**src/sv/vgmcsp_pkg.sv**
```systemverilog
// Shared types and constants for the command stream parser.
`default_nettype none

package vgmcsp_pkg;

   // Command byte codes
   localparam logic [7:0] CMD_REG_WRITE  = 8'h55;
   localparam logic [7:0] CMD_WAIT_N     = 8'h61;
   localparam logic [7:0] CMD_WAIT_NTSC  = 8'h62;
   localparam logic [7:0] CMD_WAIT_PAL   = 8'h63;
   localparam logic [7:0] CMD_END        = 8'h66;
   localparam logic [7:0] CMD_DATA_BLOCK = 8'h67;
   localparam logic [7:0] CMD_SHORT_MASK = 8'hF0;
   localparam logic [7:0] CMD_SHORT_WAIT = 8'h70;
   localparam logic [7:0] SHORT_LEN_MASK = 8'h0F;

   // Fixed wait lengths in samples
   localparam logic [15:0] WAIT_NTSC_SAMPLES = 16'd735;
   localparam logic [15:0] WAIT_PAL_SAMPLES  = 16'd882;

   // Last byte index of the four-byte block size
   localparam logic [1:0] SIZE_LAST_INDEX = 2'd3;

   typedef enum logic [3:0] {
      PH_CMD       = 4'd0,
      PH_WR_ADDR   = 4'd1,
      PH_WR_DATA   = 4'd2,
      PH_WAIT_LO   = 4'd3,
      PH_WAIT_HI   = 4'd4,
      PH_BLK_MARK  = 4'd5,
      PH_BLK_TYPE  = 4'd6,
      PH_BLK_SIZE  = 4'd7,
      PH_BLK_SKIP  = 4'd8
   } phase_type;

   typedef enum logic [2:0] {
      EV_WRITE   = 3'd0,
      EV_WAIT    = 3'd1,
      EV_LOOP    = 3'd2,
      EV_END     = 3'd3,
      EV_UNKNOWN = 3'd4,
      EV_TRUNC   = 3'd5
   } event_kind_type;

   typedef struct packed {
      event_kind_type kind;
      logic [7:0]     reg_address;
      logic [7:0]     reg_value;
      logic [15:0]    wait_samples;
   } event_type;

   // Decoder to output buffer: one event beat
   typedef struct packed {
      logic      valid;
      event_type ev;
   } event_beat_type;

endpackage

`default_nettype wire

```
**src/sv/vgmcsp_decoder.sv**
```systemverilog
// Parser state registers and combinational command decode.
`default_nettype none

module vgmcsp_decoder (
   input  wire logic                     clock,
   input  wire logic                     reset,
   input  wire logic                     csr_write_enable,
   input  wire logic                     csr_write_data,
   input  wire logic                     byte_accept,
   input  wire logic [7:0]               stream_byte,
   input  wire logic                     last_byte,
   output vgmcsp_pkg::event_beat_type    result
);

   logic                  loop_enabled_ff;
   vgmcsp_pkg::phase_type phase_ff, phase_in;
   logic [7:0]            held_address_ff, held_address_in;
   logic [7:0]            wait_low_ff, wait_low_in;
   logic [31:0]           skip_ff, skip_in;
   logic [1:0]            size_index_ff, size_index_in;
   logic                  stopped_ff, stopped_in;

   logic [31:0]           size_merged;
   logic [31:0]           skip_dec;
   logic [15:0]           wait_full;

   // Hold the loop configuration
   always_ff @(posedge clock) begin
      if (reset) begin
         loop_enabled_ff <= 1'b0;
      end else if (csr_write_enable) begin
         loop_enabled_ff <= csr_write_data;
      end
   end

   // Advance the parser state
   always_ff @(posedge clock) begin
      if (reset) begin
         phase_ff        <= vgmcsp_pkg::PH_CMD;
         held_address_ff <= 8'd0;
         wait_low_ff     <= 8'd0;
         skip_ff         <= 32'd0;
         size_index_ff   <= 2'd0;
         stopped_ff      <= 1'b0;
      end else begin
         phase_ff        <= phase_in;
         held_address_ff <= held_address_in;
         wait_low_ff     <= wait_low_in;
         skip_ff         <= skip_in;
         size_index_ff   <= size_index_in;
         stopped_ff      <= stopped_in;
      end
   end

   assign size_merged = skip_ff | ({24'd0, stream_byte} << {size_index_ff, 3'b000});
   assign skip_dec    = skip_ff - 32'd1;
   assign wait_full   = {stream_byte, wait_low_ff};

   // Decode one byte against the current phase
   always_comb begin
      phase_in        = phase_ff;
      held_address_in = held_address_ff;
      wait_low_in     = wait_low_ff;
      skip_in         = skip_ff;
      size_index_in   = size_index_ff;
      stopped_in      = stopped_ff;
      result          = '0;
      result.ev.kind  = vgmcsp_pkg::EV_WRITE;

      if (byte_accept && !stopped_ff) begin
         unique case (phase_ff)
            vgmcsp_pkg::PH_WR_ADDR: begin
               if (last_byte) begin
                  stopped_in     = 1'b1;
                  phase_in       = vgmcsp_pkg::PH_CMD;
                  result.valid   = 1'b1;
                  result.ev.kind = vgmcsp_pkg::EV_TRUNC;
               end else begin
                  held_address_in = stream_byte;
                  phase_in        = vgmcsp_pkg::PH_WR_DATA;
               end
            end
            vgmcsp_pkg::PH_WR_DATA: begin
               phase_in              = vgmcsp_pkg::PH_CMD;
               result.valid          = 1'b1;
               result.ev.kind        = vgmcsp_pkg::EV_WRITE;
               result.ev.reg_address = held_address_ff;
               result.ev.reg_value   = stream_byte;
            end
            vgmcsp_pkg::PH_WAIT_LO: begin
               if (last_byte) begin
                  stopped_in     = 1'b1;
                  phase_in       = vgmcsp_pkg::PH_CMD;
                  result.valid   = 1'b1;
                  result.ev.kind = vgmcsp_pkg::EV_TRUNC;
               end else begin
                  wait_low_in = stream_byte;
                  phase_in    = vgmcsp_pkg::PH_WAIT_HI;
               end
            end
            vgmcsp_pkg::PH_WAIT_HI: begin
               // Drop a zero wait
               phase_in               = vgmcsp_pkg::PH_CMD;
               result.valid           = (wait_full != 16'd0);
               result.ev.kind         = vgmcsp_pkg::EV_WAIT;
               result.ev.wait_samples = wait_full;
            end
            vgmcsp_pkg::PH_BLK_MARK: begin
               if (last_byte) begin
                  stopped_in     = 1'b1;
                  phase_in       = vgmcsp_pkg::PH_CMD;
                  result.valid   = 1'b1;
                  result.ev.kind = vgmcsp_pkg::EV_TRUNC;
               end else begin
                  phase_in = vgmcsp_pkg::PH_BLK_TYPE;
               end
            end
            vgmcsp_pkg::PH_BLK_TYPE: begin
               if (last_byte) begin
                  stopped_in     = 1'b1;
                  phase_in       = vgmcsp_pkg::PH_CMD;
                  result.valid   = 1'b1;
                  result.ev.kind = vgmcsp_pkg::EV_TRUNC;
               end else begin
                  phase_in      = vgmcsp_pkg::PH_BLK_SIZE;
                  size_index_in = 2'd0;
                  skip_in       = 32'd0;
               end
            end
            vgmcsp_pkg::PH_BLK_SIZE: begin
               // Gather the little-endian block size
               skip_in = size_merged;
               if (size_index_ff == vgmcsp_pkg::SIZE_LAST_INDEX) begin
                  size_index_in = 2'd0;
                  if (size_merged == 32'd0) begin
                     phase_in = vgmcsp_pkg::PH_CMD;
                  end else if (last_byte) begin
                     stopped_in     = 1'b1;
                     phase_in       = vgmcsp_pkg::PH_CMD;
                     result.valid   = 1'b1;
                     result.ev.kind = vgmcsp_pkg::EV_TRUNC;
                  end else begin
                     phase_in = vgmcsp_pkg::PH_BLK_SKIP;
                  end
               end else if (last_byte) begin
                  stopped_in     = 1'b1;
                  phase_in       = vgmcsp_pkg::PH_CMD;
                  result.valid   = 1'b1;
                  result.ev.kind = vgmcsp_pkg::EV_TRUNC;
               end else begin
                  size_index_in = size_index_ff + 2'd1;
               end
            end
            vgmcsp_pkg::PH_BLK_SKIP: begin
               // Count down the block data
               skip_in = skip_dec;
               if (skip_dec == 32'd0) begin
                  phase_in = vgmcsp_pkg::PH_CMD;
               end else if (last_byte) begin
                  stopped_in     = 1'b1;
                  phase_in       = vgmcsp_pkg::PH_CMD;
                  result.valid   = 1'b1;
                  result.ev.kind = vgmcsp_pkg::EV_TRUNC;
               end
            end
            default: begin
               // Expect a command byte; unused phase codes land here too
               phase_in = vgmcsp_pkg::PH_CMD;
               priority if (stream_byte == vgmcsp_pkg::CMD_REG_WRITE ||
                            stream_byte == vgmcsp_pkg::CMD_WAIT_N ||
                            stream_byte == vgmcsp_pkg::CMD_DATA_BLOCK) begin
                  if (last_byte) begin
                     stopped_in     = 1'b1;
                     result.valid   = 1'b1;
                     result.ev.kind = vgmcsp_pkg::EV_TRUNC;
                  end else if (stream_byte == vgmcsp_pkg::CMD_REG_WRITE) begin
                     phase_in = vgmcsp_pkg::PH_WR_ADDR;
                  end else if (stream_byte == vgmcsp_pkg::CMD_WAIT_N) begin
                     phase_in = vgmcsp_pkg::PH_WAIT_LO;
                  end else begin
                     phase_in = vgmcsp_pkg::PH_BLK_MARK;
                  end
               end else if (stream_byte == vgmcsp_pkg::CMD_WAIT_NTSC) begin
                  result.valid           = 1'b1;
                  result.ev.kind         = vgmcsp_pkg::EV_WAIT;
                  result.ev.wait_samples = vgmcsp_pkg::WAIT_NTSC_SAMPLES;
               end else if (stream_byte == vgmcsp_pkg::CMD_WAIT_PAL) begin
                  result.valid           = 1'b1;
                  result.ev.kind         = vgmcsp_pkg::EV_WAIT;
                  result.ev.wait_samples = vgmcsp_pkg::WAIT_PAL_SAMPLES;
               end else if ((stream_byte & vgmcsp_pkg::CMD_SHORT_MASK) ==
                            vgmcsp_pkg::CMD_SHORT_WAIT) begin
                  result.valid           = 1'b1;
                  result.ev.kind         = vgmcsp_pkg::EV_WAIT;
                  result.ev.wait_samples =
                     {8'd0, stream_byte & vgmcsp_pkg::SHORT_LEN_MASK} + 16'd1;
               end else if (stream_byte == vgmcsp_pkg::CMD_END) begin
                  result.valid = 1'b1;
                  if (loop_enabled_ff) begin
                     result.ev.kind = vgmcsp_pkg::EV_LOOP;
                  end else begin
                     stopped_in     = 1'b1;
                     result.ev.kind = vgmcsp_pkg::EV_END;
                  end
               end else begin
                  stopped_in     = 1'b1;
                  result.valid   = 1'b1;
                  result.ev.kind = vgmcsp_pkg::EV_UNKNOWN;
               end
            end
         endcase
      end
   end

   // A stopped parser sits at the command phase
   assert property (@(posedge clock) disable iff (reset)
      stopped_ff |-> phase_ff == vgmcsp_pkg::PH_CMD)
      else $error("stopped parser left outside command phase");

   // A stopped parser emits nothing
   assert property (@(posedge clock) disable iff (reset)
      stopped_ff |-> !result.valid)
      else $error("event emitted while stopped");

   // Skipping only happens with data left to skip
   assert property (@(posedge clock) disable iff (reset)
      phase_ff == vgmcsp_pkg::PH_BLK_SKIP |-> skip_ff != 32'd0)
      else $error("skip phase with empty count");

   // Once stopped, stay stopped until reset
   assert property (@(posedge clock) disable iff (reset)
      stopped_ff |=> stopped_ff)
      else $error("parser left stopped state without reset");

endmodule

`default_nettype wire

```
**src/sv/vgmcsp_out_buf.sv**
```systemverilog
// Output register with a skid stage for the event channel.
`default_nettype none

module vgmcsp_out_buf (
   input  wire logic                     clock,
   input  wire logic                     reset,
   input  wire vgmcsp_pkg::event_beat_type result,
   output logic                          in_stall,
   output logic                          rsp_valid,
   input  wire logic                     rsp_stall,
   output vgmcsp_pkg::event_type         rsp_event
);

   logic                  out_valid_ff, out_valid_in;
   logic                  skid_valid_ff, skid_valid_in;
   vgmcsp_pkg::event_type out_ev_ff, out_ev_in;
   vgmcsp_pkg::event_type skid_ev_ff, skid_ev_in;
   logic                  out_free;

   assign out_free  = !out_valid_ff || !rsp_stall;
   assign in_stall  = skid_valid_ff;
   assign rsp_valid = out_valid_ff;
   assign rsp_event = out_ev_ff;

   // Steer beats into the output register or the skid stage
   always_comb begin
      out_valid_in  = out_valid_ff;
      skid_valid_in = skid_valid_ff;
      out_ev_in     = out_ev_ff;
      skid_ev_in    = skid_ev_ff;
      if (out_free) begin
         out_valid_in = 1'b0;
      end
      priority if (skid_valid_ff) begin
         if (out_free) begin
            out_valid_in  = 1'b1;
            out_ev_in     = skid_ev_ff;
            skid_valid_in = 1'b0;
         end
      end else if (result.valid) begin
         if (out_free) begin
            out_valid_in = 1'b1;
            out_ev_in    = result.ev;
         end else begin
            skid_valid_in = 1'b1;
            skid_ev_in    = result.ev;
         end
      end else begin
         skid_valid_in = 1'b0;
      end
   end

   // Hold control flags
   always_ff @(posedge clock) begin
      if (reset) begin
         out_valid_ff  <= 1'b0;
         skid_valid_ff <= 1'b0;
      end else begin
         out_valid_ff  <= out_valid_in;
         skid_valid_ff <= skid_valid_in;
      end
   end

   // Hold payload
   always_ff @(posedge clock) begin
      out_ev_ff  <= out_ev_in;
      skid_ev_ff <= skid_ev_in;
   end

   // Skid stage only fills behind a full output register
   assert property (@(posedge clock) disable iff (reset)
      skid_valid_ff |-> out_valid_ff)
      else $error("skid full with output register empty");

   // No new event arrives while the skid stage is full
   assert property (@(posedge clock) disable iff (reset)
      skid_valid_ff |-> !result.valid)
      else $error("event arrived with skid stage full");

   // A full skid stage drains only when the output moves
   assert property (@(posedge clock) disable iff (reset)
      skid_valid_ff && rsp_stall |=> skid_valid_ff)
      else $error("skid beat lost under stall");

endmodule

`default_nettype wire

```
**src/sv/vgm_command_stream_parser_unit.sv**
```systemverilog
// Top level of the command stream parser.
// Input channel (req_): one stream byte per beat with a last-byte flag;
//   a beat is taken when req_valid is high and req_stall is low.
// Result channel (rsp_): one event per beat (register write, wait, loop
//   request, end, unknown command, truncated); rsp_stall holds the beat.
// Configuration: csr_write_enable writes csr_write_data to loop_enabled;
//   write it only while the parser is idle.
// Throughput: one byte per cycle while req_stall is low. The phase decode and
//   the 32-bit skip countdown are combinational between the parser registers
//   and the output register.
// Output: each event is registered in the output register, or in the skid
//   stage while rsp_stall holds the output. Bytes that end nothing produce no beat.
// Stall: a two-deep output (register plus skid stage) keeps taking bytes
//   while one event waits; req_stall rises once the skid stage holds an
//   event and falls the cycle after the output moves again.
// Reset (synchronous, active high): parser back to command phase, running,
//   loop_enabled cleared, both output stages emptied.
// After an end, an unknown command or a truncated command the parser stays
//   stopped and takes bytes silently until reset.
`default_nettype none

module vgm_command_stream_parser_unit (
   input  wire logic        clock,
   input  wire logic        reset,
   input  wire logic        csr_write_enable,
   input  wire logic        csr_write_data,
   input  wire logic        req_valid,
   output logic             req_stall,
   input  wire logic [7:0]  req_stream_byte,
   input  wire logic        req_last_byte,
   output logic             rsp_valid,
   input  wire logic        rsp_stall,
   output logic [2:0]       rsp_event_kind,
   output logic [7:0]       rsp_reg_address,
   output logic [7:0]       rsp_reg_value,
   output logic [15:0]      rsp_wait_samples
);

   logic                       byte_accept;
   vgmcsp_pkg::event_beat_type result;
   vgmcsp_pkg::event_type      rsp_event;

   assign byte_accept = req_valid && !req_stall;

   // Decode bytes
   vgmcsp_decoder u_decoder (
      .clock            (clock),
      .reset            (reset),
      .csr_write_enable (csr_write_enable),
      .csr_write_data   (csr_write_data),
      .byte_accept      (byte_accept),
      .stream_byte      (req_stream_byte),
      .last_byte        (req_last_byte),
      .result           (result)
   );

   // Buffer events
   vgmcsp_out_buf u_out_buf (
      .clock     (clock),
      .reset     (reset),
      .result    (result),
      .in_stall  (req_stall),
      .rsp_valid (rsp_valid),
      .rsp_stall (rsp_stall),
      .rsp_event (rsp_event)
   );

   assign rsp_event_kind   = rsp_event.kind;
   assign rsp_reg_address  = rsp_event.reg_address;
   assign rsp_reg_value    = rsp_event.reg_value;
   assign rsp_wait_samples = rsp_event.wait_samples;

endmodule

`default_nettype wire
```
**config.mk**
```make
export PLATFORM = sky130hd
export DESIGN_NAME = vgm_command_stream_parser_unit
export DESIGN_NICKNAME = d
export VERILOG_FILES = /design/src/sv/vgmcsp_pkg.sv /design/src/sv/vgmcsp_decoder.sv /design/src/sv/vgmcsp_out_buf.sv /design/src/sv/vgm_command_stream_parser_unit.sv
export SDC_FILE = /design/constraint.sdc
export NUM_CORES = 1
export LEC_CHECK = 0
export ABC_AREA = 1
export BUFFER_PORTS_ARGS = -buffer_cell sky130_fd_sc_hd__buf_2
export CORE_MARGIN = 5
export CORE_UTILIZATION = 54
export DETAILED_ROUTE_END_ITERATION = 6
export PLACE_DENSITY_LB_ADDON = 0.08
export SLEW_MARGIN = 20
export SYNTH_ARGS = -nofsm -noshare
export SYNTH_HDL_FRONTEND = slang
export SYNTH_SLANG_ARGS = --single-unit
```
**constraint.sdc**
```tcl
create_clock -name clock -period 8.78 [get_ports clock]
set_input_delay 0.439 -clock clock [delete_from_list [all_inputs] [get_ports clock]]
set_output_delay 0.439 -clock clock [all_outputs]
set_load 0.05 [all_outputs]
```
==> metrics.cfg <==
[cts]
postCtsHoldBufs = 0
clockBufferDepth = 2
cts_resized = 0
insertion_delay_ns = 0.42
clk_pin_slew_ns = 0.06
cts_setup_buffers = 0
htreeDepth = 4
cts_tree = built
cts_root_buffer = clkbuf_16
cts_sinks = 128
cts_buffers = 17

[logic_synthesis]
yosysSeqAreaShare = 0.451
synthMuxAreaShare = 0
synth_top_family_by_area = simple AND/OR/NAND/NOR gates
syn_nets = 961
synth_cells = 939
ys_types = 48
synth-simple-area-share = 0.283
avgSynthCellArea_sq_um = 7.71
yosys_warnings = 0
synth_compound_area_frac = 0.173
synth-seq-cells = 128
synthXorXnorAreaFrac = 0.00484
synthesis.area_sq_um = 7240
synth_fa_ha_area_frac = 0.0121

[floorplan]
io_pins = 52
initial_core_util = 0.549
die_area_sq_um = 15800
die_w_um = 126
die_y_um = 126
fp-row-count = 42
core_sq_um = 13200

[drt]
antenna_left = 0
drc = 0
vias = 6740
drt_wl_total_um = 20500
dr.pass1.iters = 5
viasPerCell = 5.79
wl_per_cell_um = 17.6
drt_iter0_drc = 747

[critical_path]
reg2regPathDepth = 17
crit_family = simple AND/OR/NAND/NOR gates
slowest_delay_ns = 0.41
critical_path_buf_inv_count = 2
crit_cells = 17
crit_slowest_cell = a21oi_4
arrival_ns = 3.24
crit_path_max_fanout = 24
critPathCaptureType = register
crit_chain = inv_1 -> ha_1 -> nand3_4 -> nor2_2 -> nand2_4 -> nor2_2 -> nand2_1 -> nand2_1 -> nand2_1 -> nand3_1 -> nor2_2 -> nand3_2 -> nand2_2 -> nand3_2 -> nand2_2 -> a21oi_4 -> buf_16
critPathKind = register to register
startpoint_type = register
crit_required_ns = 8.91

[finish]
drive_above_1_share = 0.146
final_common_cell = nand2_1
final_cell_mix = nand2_1, nor2_1, inv_1, edfxtp_1, o21ai_0
fillers = 1196
n_antenna_cell = 0
syn_to_final_growth_pct = 13.3
final_nets = 998

[power_and_ir_drop]
p_switching_mw = 0.409
p_leak_nw = 3.64
swShare = 0.270
worst_ir_drop_vdd_mv = 0.147
comb_power_share = 0.102
power.density_nw_per_um2 = 185
p_clk_frac = 0.462
cell_internal_pwr_mw = 1.11
p_seq_frac = 0.436

[timing]
slew_viol_final = 0
setup_viol = 0
worst-slew-pin-transition_ns = 1.01
hold_viol = 0
post-route-min-period_ns = 3.11
grt_setup_unrepaired = false
hold_slack_ns = 0.268
fin_worst_skew_ns = 0.00814
relSlewSlack = 0.328
clock.fmax_mhz = 321
post-route-period-util = 0.354
setup_tns_ns = 0

[global_route]
grt_pass1_vias = 6298
antenna_found_initial = 0
track_usage = 0.257
grt.overflow.total = 0
grt_max_degree = 62
grt_pass1_wl_um = 32400

[flow_run]
drv_cap = 0

[worst_hold_path]
whs_path_depth = 3
hold_class = primary input to register

[placed_design]
port-buffer-count = 51
dpl.hpwl_um = 14400
gp_congestion = 0.997

[run_status]
status = finished, final reports clean

state kept, by name (all words and copies together), names as in the netlist, named ones only:
register	cells
u_decoder.held_address_ff	8
u_decoder.loop_enabled_ff	1
u_decoder.phase_ff	4
u_decoder.size_index_ff	2
u_decoder.skip_ff	32
u_decoder.stopped_ff	1
u_decoder.wait_low_ff	8
u_out_buf.in_stall	1
u_out_buf.rsp_event	35
u_out_buf.skid_ev_ff	35
layout make-up:
cell class,instances,area [sq um],area share
multi-input cells,671,3430,0.419
flip-flops and latches,128,3260,0.398
clock buffers,17,425,0.0519
inverters,101,379,0.0462
repair buffers,57,320,0.0391
well taps,176,220,0.0269
clock inverters,15,158,0.0192
synthesized netlist by cell type, drive strengths merged:
master	instances	area share
a41o	1	0.0014
a31oi	5	0.0043
o221ai	1	0.0012
a221o	1	0.0014
or2	1	0.00086
clkinv	2	0.0010
nor3b	1	0.0010
nand2	218	0.12
and2	1	0.00086
nor3	22	0.018
xor2	3	0.0036
nor4	3	0.0026
o221a	1	0.0016
clkbuf	26	0.014
a21o	16	0.017
o211ai	1	0.0010
o41ai	1	0.0012
o2111ai	1	0.0012
ha	7	0.012
xnor2	1	0.0012
a21oi	58	0.041
a22oi	2	0.0021
buf	13	0.011
a221oi	28	0.034
nand3	54	0.043
dfxtp	58	0.16
inv	99	0.051
a211oi	11	0.011
o22ai	2	0.0017
nand4	13	0.011
edfxtp	70	0.29
nor2	143	0.088
o31ai	3	0.0031
o21ai	72	0.050
kinds of logic after synthesis:
group / count (synthesis)
flip-flops: 128
XOR/XNOR: 4
AND/OR/NAND/NOR: 456
AO/OA/AOI/OAI: 204
adder cells (fa/ha/maj): 7
buffers and inverters: 140
worst paths after layout:
path / start / endpoint / slack, ns
worst max-delay path: u_decoder.skip_ff[1] / u_out_buf.rsp_event[26] / 5.67
worst min register to register: u_decoder.held_address_ff[6] / u_decoder.held_address_ff[6] / 0.46
worst min-delay path: csr_write_data / u_decoder.loop_enabled_ff / 0.27
worst max register to register: u_decoder.skip_ff[1] / u_out_buf.rsp_event[26] / 5.67
power groups by stage:
stage / registers [mW] / logic, mW / clock network (mW)
global route: 0.662 / 0.166 / 0.732
finish: 0.660 / 0.155 / 0.700
floorplan: 0.731 / 0.0534 / 0
global placement: 0.673 / 0.150 / 0
CTS: 0.661 / 0.152 / 0.708
detailed placement: 0.674 / 0.151 / 0
tightest hold or removal path: stages:
cell and delay [ns]:
buf_2 0.08, a21oi_1 0.06, nor2_1 0.08
metrics by stage:
stage / power (mW) / util / std cells / worst slack (ns) / cell area [sq um]
global placement: 0.823 / 0.575 / 1132 / 5.43 / 7590
global route: 1.56 / 0.622 / 1165 / 5.38 / 8200
floorplan: 0.784 / - / 939 / 4.90 / 7240
CTS: 1.52 / 0.620 / 1164 / 5.35 / 8170
finish: 1.52 / 0.622 / 1165 / 5.67 / 8200
detailed placement: 0.825 / 0.575 / 1132 / 5.37 / 7590
routing by layer:
metal,up-vias,GRT usage,wire length [um]
li1,3290,-,-
met1,3114,0.319,8500
met2,273,0.429,9720
met3,63,0.0461,1290
met4,0,0.136,945
met5,-,0,0
Note: power is estimated with default switching activity, not from simulation.
